`config.mk`:
```
export PLATFORM = sky130hd
export DESIGN_NAME = sss_ram
export DESIGN_NICKNAME = d
export VERILOG_FILES = /design/src/sv/sss_ram.sv
export SDC_FILE = /design/constraint.sdc
export NUM_CORES = 1
export LEC_CHECK = 0
export CORE_MARGIN = 5
export CORE_UTILIZATION = 35
export CTS_BUF_LIST = sky130_fd_sc_hd__clkbuf_8 sky130_fd_sc_hd__clkbuf_16
export DETAILED_ROUTE_END_ITERATION = 12
export DONT_BUFFER_PORTS = 1
export PLACE_DENSITY = 0.46
export SETUP_SLACK_MARGIN = 0.5
export SLEW_MARGIN = 15
export SYNTH_ARGS = -nofsm -noshare
export SYNTH_HDL_FRONTEND = slang
export SYNTH_SLANG_ARGS = --single-unit
```
`constraint.sdc`:
```
create_clock -name clock -period 2.75 [get_ports clock]
set_input_delay 0.4125 -clock clock [delete_from_list [all_inputs] [get_ports clock]]
set_output_delay 0.4125 -clock clock [all_outputs]
set_load 0.005 [all_outputs]
```
`src/sv/sss_ram.sv`:
```
`default_nettype none

module sss_ram #(
   parameter int WIDTH = 8,
   parameter int DEPTH = 16
) (
   input  wire logic                     clock,
   input  wire logic                     wr_en,
   input  wire logic [$clog2(DEPTH)-1:0] wr_addr,
   input  wire logic [WIDTH-1:0]         wr_data,
   input  wire logic                     rd_en,
   input  wire logic [$clog2(DEPTH)-1:0] rd_addr,
   output logic      [WIDTH-1:0]         rd_data
);

   logic [WIDTH-1:0] mem [DEPTH];

   always_ff @(posedge clock) begin
      if (wr_en) begin
         mem[wr_addr] <= wr_data;
      end
      if (rd_en) begin
         rd_data <= mem[rd_addr];
      end
   end

endmodule

`default_nettype wire
```
## After elaboration in Yosys (flattened, before gate mapping)

Memories as Yosys holds them, arrays and structs flattened. A register that Yosys moved wholly into a read port is not among the register bits.
Cells that the tools add are included.

| storage, ports and cells | value |
|---|---|
| memories kept | 1 |
| RAM bits | 128 |
| word-level logic and storage cells | 3 |
| bits in registers | 0 |
| output and inout port bits | 8 |
| input bits | 19 |

Memories:

| memory | depth | bits a word | read ports | clocked after Yosys merged registers in | wr ports | RTL line | text |
|---|---|---|---|---|---|---|---|
| mem | 16 | 8 | 1 | 1 | 1 | 16 | `logic [WIDTH-1:0] mem [DEPTH];` |

| cells by class | value |
|---|---|
| muxes and demuxes | 2 |

Operator list:

| cell | number |
|---|---|
| $mux W1 | 2 |

## Depth between registers and ports, before layout

Gate-level depths: netlist (run 1).

| logic depth | value |
|---|---|
| word-level depth | 2 |
| depth in mapped cells | 5 |
| depth with buffers taken out | 3 |

## Least setup slack after synthesis (run 1)

OpenSTA, ideal clock, no wires.

| path | value |
|---|---|
| path kind | input -> register |
| start point | input port wr_addr[2] |
| end point | memory mem[0][0] (enable) |
| setup time | 0.383 ns |
| buffers on the path | 0 |
| arrival time | 1.522 ns |
| cell stages on the path | 2 |
| data required time | 2.367 ns |
| slack | 0.845 ns |
| cell sequence | or3b_2 -> nor3_1 |

RTL lines:

| item | RTL line | text |
|---|---|---|
| from (decl) | 9 | `input wire logic [$clog2(DEPTH)-1:0] wr_addr,` |
| to (decl) | 16 |  |

Straight into the memory's write port.

==> reports/metrics.cfg, run 1 <==
[outcome]
outcome = completed

[clock_network]
cts_tree = built
cts_resized = 0
clk_pin_slew_worst_paths_ps = 50
clk_latency_ps = 410
postCtsSetupRepairBufs = 0
cts_inserted_buffers = 17
numClockSinks = 136
clk_path_buf_depth = 2
htreeDepth = 4
hold_buffers = 0
cts_root_buf = clkbuf_16

[worst_setup_path]
start_kind = flop
required_ps = 2880
cp-end-kind = flop
rrSetupSlack_ps = 1160
cp.buffers_inverters = 0
rr_endpoint = rd_data[2]$_DFFE_PP_
r2r_cells = 3
cp.arrival_ps = 1720
cpLargestDelayFamily = multiplexers
crit_fanout = 1
path_cells = mux4_1 > a22oi_1 > nand2_1
crit_path_max_incr_delay_ps = 500
r2r-start = mem[9][2]$_DFFE_PP_
slowest_stage = mux4_1
path_class = flop to flop

[timing]
period_share_pct = 57.68
hold_viol_final = 0
finalSetupViolations = 0
fin_skew_ps = 8.329
period_minus_slack_ps = 1586
tns_ps = 0
rsz0062_at_grt = no
max_freq_mhz = 630.4
slew_headroom_pct = 42.65
worstMarginPinSlew_ps = 857.1
report.final.slew_viol_count = 0

[power]
power_density_nw_per_um2 = 747.2
power_mw = 4.473
leakage_nw = 1.934
peakVddDrop_uv = 387.3

[logic_synthesis]
ys_warn_count = 0
yosysMostFrequentCell = edfxtp_1
synth.distinct_cells = 18
syn_area_um2 = 5228
postSynthAreaPerCell_um2 = 22.83
yosys.area.top_type_share_pct = 78.12
ys_seq_area_share_pct = 78.12
async_reset_ff_share_pct = 0
syn_inst = 229
ys.flop_type = edfxtp_1
ys_top_cells_by_count = 136 x edfxtp_1, 18 x mux4_2, 16 x a22oi_1
syn_nets = 248
synth_area_leaders = edfxtp_1 78%, mux4_2 7.8%, mux4_1 7.0%
ys_ff_latch = 136
synth_edf_count = 136
synth_area_leader_cell = edfxtp_1

[place]
dp_cells = 416
place_congestion = 0.6931
io_buffers = 0
dp_hpwl_um = 6404

[layout]
n_fill_cell = 1270
instances_no_fill = 447
syn2layout_area_growth_pct = 14.53
num_antenna_cells = 0
regArea_um2 = 4084
multi_input_area_um2 = 1057
final_nets = 270
drive_gt1_share_pct = 21.29

[grt]
grt_pass1_vias = 2492
grt_max_degree = 33
track_usage_pct = 12.50
antenna_found_initial = 0
grt_pass1_wl_um = 15630
grt_overflow = 0

[min_path]
hp-start = wr_data[4]
whs_path_depth = 0
worstHoldPathType = primary input to flop
hold_path_end = mem[15][4]$_DFFE_PP_

[floorplan]
io_pins = 27
die_w_um = 132.2
fp.dieArea_um2 = 17480
core-area_um2 = 14590
initial_core_util_pct = 35.83
rows = 44
die_y_um = 132.2

[drt]
wl_um = 10310
vias = 2321
first_pass_iters = 4
drtIter0Drc = 178
post-route-drc-count = 0
drtAntennaViolNets = 0
wl_per_cell_um = 23.07
via_per_inst = 5.192

[run]
max_cap_viol_count = 0

per-stage QoR:
stage | hold WS (ps) | util (%) | setup slack (ps) | area, µm²
detailed placement | 512.5 | 37.49 | 800.7 | 5469
global route | 63.81 | 41.04 | 1079 | 5987
finish | 90.16 | 41.04 | 1164 | 5987
floorplan | 511.4 | - | 844.6 | 5228
global placement | 512.7 | 37.49 | 844.1 | 5469
CTS | 70.60 | 41.04 | 1157 | 5987
sequential cells by signal, indices dropped and copies added (netlist names):
register and count:
mem 128, rd_data 8
per-layer routing:
metal  wire length [µm]  vias to the layer above  global-route usage (%)  share of wire (%)
li1                   -                     1025                       -                  -
met4                125                        0                   4.412                1.2
met3                781                       10                   5.802                7.6
met2               4806                       61                   18.61                 47
met1               4599                     1225                   16.18                 45
met5                  0                        -                       0                  0
worst max path at each step:
stage                              startpoint              endpoint  slack, ps  cells after the start
after global placement             wr_addr[2]   mem[3][5]$_DFFE_PP_        840                      2
after global routing      mem[9][2]$_DFFE_PP_  rd_data[2]$_DFFE_PP_       1080                      3
final                     mem[9][2]$_DFFE_PP_  rd_data[2]$_DFFE_PP_       1160                      3
after detailed placement           wr_addr[2]   mem[3][3]$_DFFE_PP_        800                      2
after CTS                 mem[9][2]$_DFFE_PP_  rd_data[2]$_DFFE_PP_       1160                      3
after floorplan                    wr_addr[2]   mem[0][0]$_DFFE_PP_        840                      2
kinds of logic after synthesis:
kind of cell	count (synthesis)	share of synthesized area [%]
simple gates	35	3.136
flops	136	78.12
buf+inv	10	1.651
compound gates	16	2.298
mux	32	14.79
final cells by class:
cell class	instances	area share, %
Timing Repair Buffer	13	1.630
Clock inverter	14	1.546
Clock buffer	17	7.106
Sequential cell	136	68.21
Tap cell	184	3.845
Multi-Input combinational cell	83	17.66
power by group:
| group | switching [mW] | internal (mW) | leakage [nW] | total, mW |
|---|---|---|---|---|
| clock network | 0.789 | 1.20 | 0.258 | 1.99 |
| registers | 0.0119 | 2.34 | 1.24 | 2.35 |
| logic | 0.0611 | 0.0689 | 0.440 | 0.130 |
cell usage in the layout (no fill, tap or decap), drive strengths merged:
cell / synthesis / layout
nor3: 4 / 4
edfxtp: 136 / 136
nand2b: 2 / 2
nor2b: 1 / 1
or3b: 1 / 1
a22oi: 16 / 16
and2b: 1 / 1
bufinv: 0 / 1
mux4: 32 / 32
buf: 7 / 13
clkbuf: 0 / 17
nand2: 9 / 9
clkinv: 0 / 11
clkinvlp: 0 / 1
nand3: 1 / 1
and2: 1 / 1
nand3b: 2 / 2
inv: 0 / 1
nor2: 13 / 13
Power figures use the tool's default switching activity.
==> run 2, diff against run 1 <==
- clock period: 2.75 -> 1.6 ns (I/O delays scaled with it)
==> run 2 against run 1 <==
Compared with the run above: core utilization up 1.9 points; combinational power grew 150%; fmax grew 12%; setup slack worse by 970 ps; worst hold slack improved by 70 ps; register-to-register slack got worse by 970 ps; final cell count is 0.22% higher; flip-flop and latch count did not move; sequential share of layout area down 3.0 points; global-route usage grew 0.33 points; critical endpoint unchanged.
==> reports/metrics.cfg, run 2 (synthesis results as in run 1) <==
[layout]
final_nets = 271  ; +0.37%
final_cell_mix = 136 x edfxtp_1, 32 x mux4_2, 17 x clkbuf_16, 12 x nor2_4, 11 x a22oi_2
drive_gt1_share_pct = 35.23  ; +14 points
mostFrequentLayoutCell = edfxtp_1
num_antenna_cells = 0  ; unchanged
reg_top3 = mem (128), rd_data (8)
top_register = mem
n_fill_cell = 1233  ; -2.9%
syn2layout_area_growth_pct = 19.84
largest_reg_flops = 128  ; unchanged

[timing]
fin_skew_ps = 8.383  ; +0.05396 ps
rsz0062_at_grt = yes
holdWs_ps = 160.5  ; +70.31 ps
period_share_pct = 88.14  ; +30 points
report.final.slew_viol_count = 0  ; unchanged
hold_viol_final = 0  ; unchanged
max_freq_mhz = 709.1  ; +12%
tns_ps = 0  ; unchanged
finalSetupViolations = 0  ; unchanged
worstMarginPinSlew_ps = 1023  ; +165.8 ps
period_minus_slack_ps = 1410  ; -176.1 ps
slew_headroom_pct = 31.67  ; -11 points

[clock_network]
clk_latency_ps = 410  ; about the same
cts_tree = built
clk_path_buf_depth = 2  ; unchanged
postCtsSetupRepairBufs = 0  ; unchanged
cts_inserted_buffers = 17  ; unchanged
clk_pin_slew_worst_paths_ps = 60  ; about the same
numClockSinks = 136  ; unchanged
cts_root_buf = clkbuf_16
htreeDepth = 4  ; unchanged

[grt]
grt_overflow = 0  ; unchanged
grt_pass1_wl_um = 16060  ; +2.8%
antenna_found_initial = 0  ; unchanged
grt_max_degree = 33  ; unchanged
grt_pass1_vias = 2462  ; -1.2%
grt.met2_usage_pct = 19.79  ; +1.2 points
grt_busiest_layer = met2
track_usage_pct = 12.83  ; +0.33 points
grt_use_met3_pct = 4.160  ; -1.6 points
grtUsageMet1_pct = 17.42  ; +1.2 points

[worst_setup_path]
path_class = flop to flop
slowest_stage = mux4_2
rr_endpoint = rd_data[2]$_DFFE_PP_
crit_end = rd_data[2]$_DFFE_PP_
crit_fanout = 1  ; unchanged
cp-end-kind = flop
crit_path_max_incr_delay_ps = 490  ; about the same
r2r-start = mem[3][2]$_DFFE_PP_
path_cells = mux4_2 > a22oi_2 > nand2_1
cp.arrival_ps = 1560  ; -160 ps
start_kind = flop
critPathLaunch = mem[3][2]$_DFFE_PP_
required_ps = 1750  ; -1130 ps
r2r_cells = 3  ; unchanged
rrSetupSlack_ps = 190  ; -970 ps

[drt]
drtIter0Drc = 149  ; -16%
wl_um = 10440  ; +1.2%
drtAntennaViolNets = 0  ; unchanged
wl_per_cell_um = 23.29  ; +0.97%
post-route-drc-count = 0  ; unchanged
first_pass_iters = 4  ; unchanged
vias = 2280  ; -1.8%
via_per_inst = 5.089  ; -2.0%

[floorplan]
initial_core_util_pct = 35.83  ; unchanged
rows = 44  ; unchanged
die_y_um = 132.2  ; unchanged
die_w_um = 132.2  ; unchanged
io_pins = 27  ; unchanged
fp.dieArea_um2 = 17480  ; unchanged
core-area_um2 = 14590  ; unchanged

[place]
io_buffers = 0  ; unchanged
place_congestion = 0.6950  ; +0.27%
dp_hpwl_um = 6453  ; +0.77%

[outcome]
outcome = completed

[power]
peakVddDrop_uv = 894.1  ; +130%
leakage_nw = 1.915  ; -1.0%
power_density_nw_per_um2 = 1306  ; +75%

[min_path]
worstHoldPathType = primary input to flop
hp-start = wr_addr[1]

[run]
max_cap_viol_count = 0  ; unchanged

-- run 2: changes by cell type in the layout (fill, tap and decap cells not counted), sizes merged --
cell / change
dlygate4sd3: +9
bufinv: +2
buf: -8
clkinv: -5
clkinvlp: +3
-- run 2: worst min path at each step --
| stage | end | slack, ps | depth (start not counted) |
|---|---|---|---|
| 2_1_floorplan | mem[0][0]$_DFFE_PP_ | 340 | 0 |
| 3_3_place_gp | mem[4][7]$_DFFE_PP_ | 340 | 0 |
| 3_5_place_dp | mem[5][7]$_DFFE_PP_ | 340 | 0 |
| 4_1_cts | mem[0][6]$_DFFE_PP_ | 140 | 2 |
| 5_1_grt | mem[0][5]$_DFFE_PP_ | 140 | 2 |
| 6_report | mem[0][5]$_DFFE_PP_ | 160 | 2 |
-- run 2: cell type report --
type                            instances  area, µm²  area share [%]
Clock inverter                         14      157.7           2.516
Sequential cell                       136       4084           65.19
Tap cell                              184      230.2           3.675
Multi-Input combinational cell         83       1202           19.19
Clock buffer                           17      425.4           6.790
Timing Repair Buffer                   14      165.2           2.636
-- run 2: stage by stage --
stage / setup slack, ps / power (mW) / cell area, µm² / instances / utilization (%)
2_1_floorplan: 159.6 / 4.348 / 5355 / 229 / -
3_3_place_gp: 131.5 / 4.363 / 5540 / 408 / 37.98
3_5_place_dp: 115.7 / 4.365 / 5540 / 408 / 37.98
4_1_cts: 169.2 / 8.257 / 6248 / 448 / 42.83
5_1_grt: 134.3 / 8.452 / 6265 / 448 / 42.94
6_report: 189.8 / 8.179 / 6265 / 448 / 42.94
-- run 2: metal layers --
| layer | part of all wire [%] | up-vias |
|---|---|---|
| li1 | - | 1021 |
| met1 | 46 | 1197 |
| met2 | 48 | 53 |
| met3 | 5.0 | 9 |
| met4 | 1.2 | 0 |
| met5 | 0 | - |
-- run 2: worst max-delay path: cells and delay by family (launching register included) --
| kind | cells | cell delay, ps |
|---|---|---|
| AOI/OAI and AO/OA | 1 | 190 |
| muxes | 1 | 490 |
| DFF | 1 | 380 |
| and+or+nand+nor | 1 | 110 |
-- run 2: power breakdown --
group,leakage [nW],total [mW],switching (mW),internal [mW]
Sequential,1.24,4.04,0.0269,4.02
Combinational,0.407,0.323,0.171,0.152
Clock,0.271,3.81,1.39,2.42
Total,1.91,8.18,1.59,6.59
-- run 2: timing repair --
| item | in CTS | in global routing |
|---|---|---|
| endpoints found under the setup margin | 11 | 12 |
| gates cloned | 0 | 0 |
| hold endpoints to repair | 136 | 0 |
| gates resized for setup | 7 | 5 |
| hold buffers | 9 | 0 |
| pin swaps | 3 | 3 |
==> run 3, diff against run 2 <==
- ABC_AREA: not set -> 1
==> run 3 against run 2 <==
Compared with the run above: global-route usage rose by 2.5 points; clock power rose by 7.3%; combinational power rose by 36%; largest cell class unchanged; register-to-register slack improved by 290 ps; synthesized cell count rose by 140%.
==> reports/metrics.cfg, run 3 <==
[outcome]
outcome = completed

[clock_network]
clk_pin_slew_worst_paths_ps = 60  ; about the same
cts_tree = built
clk_path_buf_depth = 2  ; unchanged
cts_root_buf = clkbuf_16
htreeDepth = 4  ; unchanged
postCtsSetupRepairBufs = 0  ; unchanged
numClockSinks = 136  ; unchanged
cts_inserted_buffers = 17  ; unchanged
clk_latency_ps = 420  ; about the same

[logic_synthesis]
synth_top_family_by_area = simple AND/OR/NAND/NOR gates
async_reset_ff_share_pct = 0  ; unchanged
synth.distinct_cells = 11  ; -7
synth_area_leader_cell = edfxtp_1
syn_inst = 551  ; +140%
ys.flop_type = edfxtp_1
synth_compound_area_share_pct = 0  ; -2.3 points
synthMuxAreaShare_pct = 0  ; -15 points
synth-simple-area-share_pct = 20.76  ; +18 points
postSynthAreaPerCell_um2 = 10.61  ; -54%
ys_warn_count = 0  ; unchanged
ys_top_cells_by_count = 173 x nand2_1, 136 x edfxtp_1, 100 x inv_1
synth_edf_count = 136  ; unchanged
synth_fa_ha_area_share_pct = 0  ; unchanged
synth_xor_area_share_pct = 0  ; unchanged
yosysMostFrequentCell = nand2_1
syn_nets = 570  ; +130%
ys_seq_area_share_pct = 69.85  ; -8.3 points
ys_ff_latch = 136  ; unchanged
synth_area_leaders = edfxtp_1 70%, nand2_1 11%, nand3_1 8.3%
syn_area_um2 = 5847  ; +12%
yosys.area.top_type_share_pct = 69.85  ; -8.3 points

[layout]
final_util_pct = 42.55  ; -0.39 points
design_area_um2 = 7007  ; +12%
top_register = mem
n_fill_cell = 1568  ; +27%
drive_gt1_share_pct = 13.89  ; -21 points
regArea_um2 = 4084  ; unchanged
mostFrequentLayoutCell = nand2_1
syn2layout_area_growth_pct = 19.84  ; about the same
final_nets = 589  ; +120%
num_antenna_cells = 0  ; unchanged
multi_input_area_um2 = 1389  ; +16%
final_cell_mix = 171 x nand2_1, 136 x edfxtp_1, 103 x inv_1, 66 x nand3_1, 31 x nand3_2
largest_reg_flops = 128  ; unchanged
reg_top3 = mem (128), rd_data (8)

[floorplan]
die_y_um = 139.3  ; +5.3%
core-area_um2 = 16470  ; +13%
rows = 47  ; +6.8%
fp.dieArea_um2 = 19390  ; +11%
initial_core_util_pct = 35.51  ; -0.32 points
die_w_um = 139.3  ; +5.3%
io_pins = 27  ; unchanged

[grt]
antenna_found_initial = 0  ; unchanged
track_usage_pct = 15.30  ; +2.5 points
grt_overflow = 0  ; unchanged
grt_pass1_wl_um = 22020  ; +37%
grt_pass1_vias = 3614  ; +47%
grt_max_degree = 66  ; +100%

[worst_setup_path]
required_ps = 1360  ; -390 ps
start_kind = flop
path_class = flop to primary output
cp-end-kind = primary output
crit_fanout = 1  ; unchanged
cp.arrival_ps = 880  ; -680 ps

[place]
placed_area_um2 = 6121  ; +10%
dp_hpwl_um = 8655  ; +34%
io_buffers = 0  ; unchanged
place_congestion = 0.7839  ; +13%

[power]
power_mw = 8.579  ; +4.9%
comb_power_share_pct = 5.1  ; +1.1 points
leakage_nw = 2.994  ; +56%
power_density_nw_per_um2 = 1224  ; -6.2%
seqPwrFrac_pct = 47.2  ; -2.2 points
p_int_mw = 6.876  ; +4.4%
p_switching_mw = 1.702  ; +7.1%
p_clk_share_pct = 47.7  ; +1.1 points
peakVddDrop_uv = 840.2  ; -6.0%
p_sw_share_pct = 19.84  ; +0.40 points

[drt]
drtIter0Drc = 307  ; +110%
drtAntennaViolNets = 0  ; unchanged
vias = 3652  ; +60%
post-route-drc-count = 0  ; unchanged
wl_um = 14320  ; +37%
first_pass_iters = 4  ; unchanged
via_per_inst = 4.548  ; -11%
wl_per_cell_um = 17.84  ; -23%

[timing]
period_share_pct = 70.17  ; -18 points
finalSetupViolations = 0  ; unchanged
rsz0062_at_grt = yes
slew_headroom_pct = 48.33  ; +17 points
fin_skew_ps = 4.632  ; -3.751 ps
report.final.slew_viol_count = 0  ; unchanged
max_freq_mhz = 890.6  ; +26%
period_minus_slack_ps = 1123  ; -287.4 ps
worstMarginPinSlew_ps = 775.0  ; -247.9 ps
tns_ps = 0  ; unchanged
hold_viol_final = 0  ; unchanged

[min_path]
worstHoldPathType = primary input to flop

[run]
max_cap_viol_count = 0  ; unchanged

==> run 3: cells by family after synthesis <==
kind of cell           Yosys count
and+or+nand+nor                289
DFF                            136
buffers and inverters          126
==> run 3: layout make-up <==
type                            instances  area share [%]
Sequential cell                       136           58.29
Multi-Input combinational cell        289           19.82
Clock buffer                           17           6.071
Inverter                              102           5.464
Tap cell                              220           3.929
Timing Repair Buffer                   24           3.679
Clock inverter                         15           2.750
==> run 3: metal layers <==
| layer | GRT usage, % | wire, µm |
|---|---|---|
| met2 | 23.87 | 6760 |
| met3 | 3.568 | 893 |
| met5 | 0 | 0 |
| met1 | 21.00 | 6393 |
| met4 | 5.510 | 276 |
==> run 3: per-stage QoR <==
| step | hold WS (ps) | instances | setup slack, ps |
|---|---|---|---|
| after floorplan | 338.9 | 551 | 409.2 |
| after global placement | 340.6 | 762 | 285.1 |
| after detailed placement | 340.7 | 762 | 282.4 |
| after CTS | 19.46 | 803 | 432.6 |
| after global routing | 40.40 | 803 | 430.8 |
| final | 47.14 | 803 | 477.2 |
==> run 3: power by group through the flow <==
stage | clock, mW | sequential [mW] | combinational [mW]
6_report | 4.09 | 4.05 | 0.440
5_1_grt | 4.32 | 4.05 | 0.493
3_3_place_gp | 0 | 4.12 | 0.330
4_1_cts | 4.17 | 4.05 | 0.419
2_1_floorplan | 0 | 4.11 | 0.285
3_5_place_dp | 0 | 4.12 | 0.329
==> run 3: timing repair <==
action	in CTS	in global routing
endpoints found under the setup margin	8	124
hold buffers	9	0
resized for setup	6	34
endpoints found under the hold margin	136	0
pin swaps	0	17
==> run 3: path summary, 6_finish.rpt <==
kind | from | to | slack, ps | cells after the start
worst min-delay path | rd_addr[3] | rd_data[1]$_DFFE_PP_ | 50 | 2
worst min register to register | mem[12][1]$_DFFE_PP_ | rd_data[1]$_DFFE_PP_ | 760 | 6
worst max-delay path | rd_data[6]$_DFFE_PP_ | rd_data[6] | 480 | 0
worst max register to register | mem[0][5]$_DFFE_PP_ | rd_data[5]$_DFFE_PP_ | 480 | 6
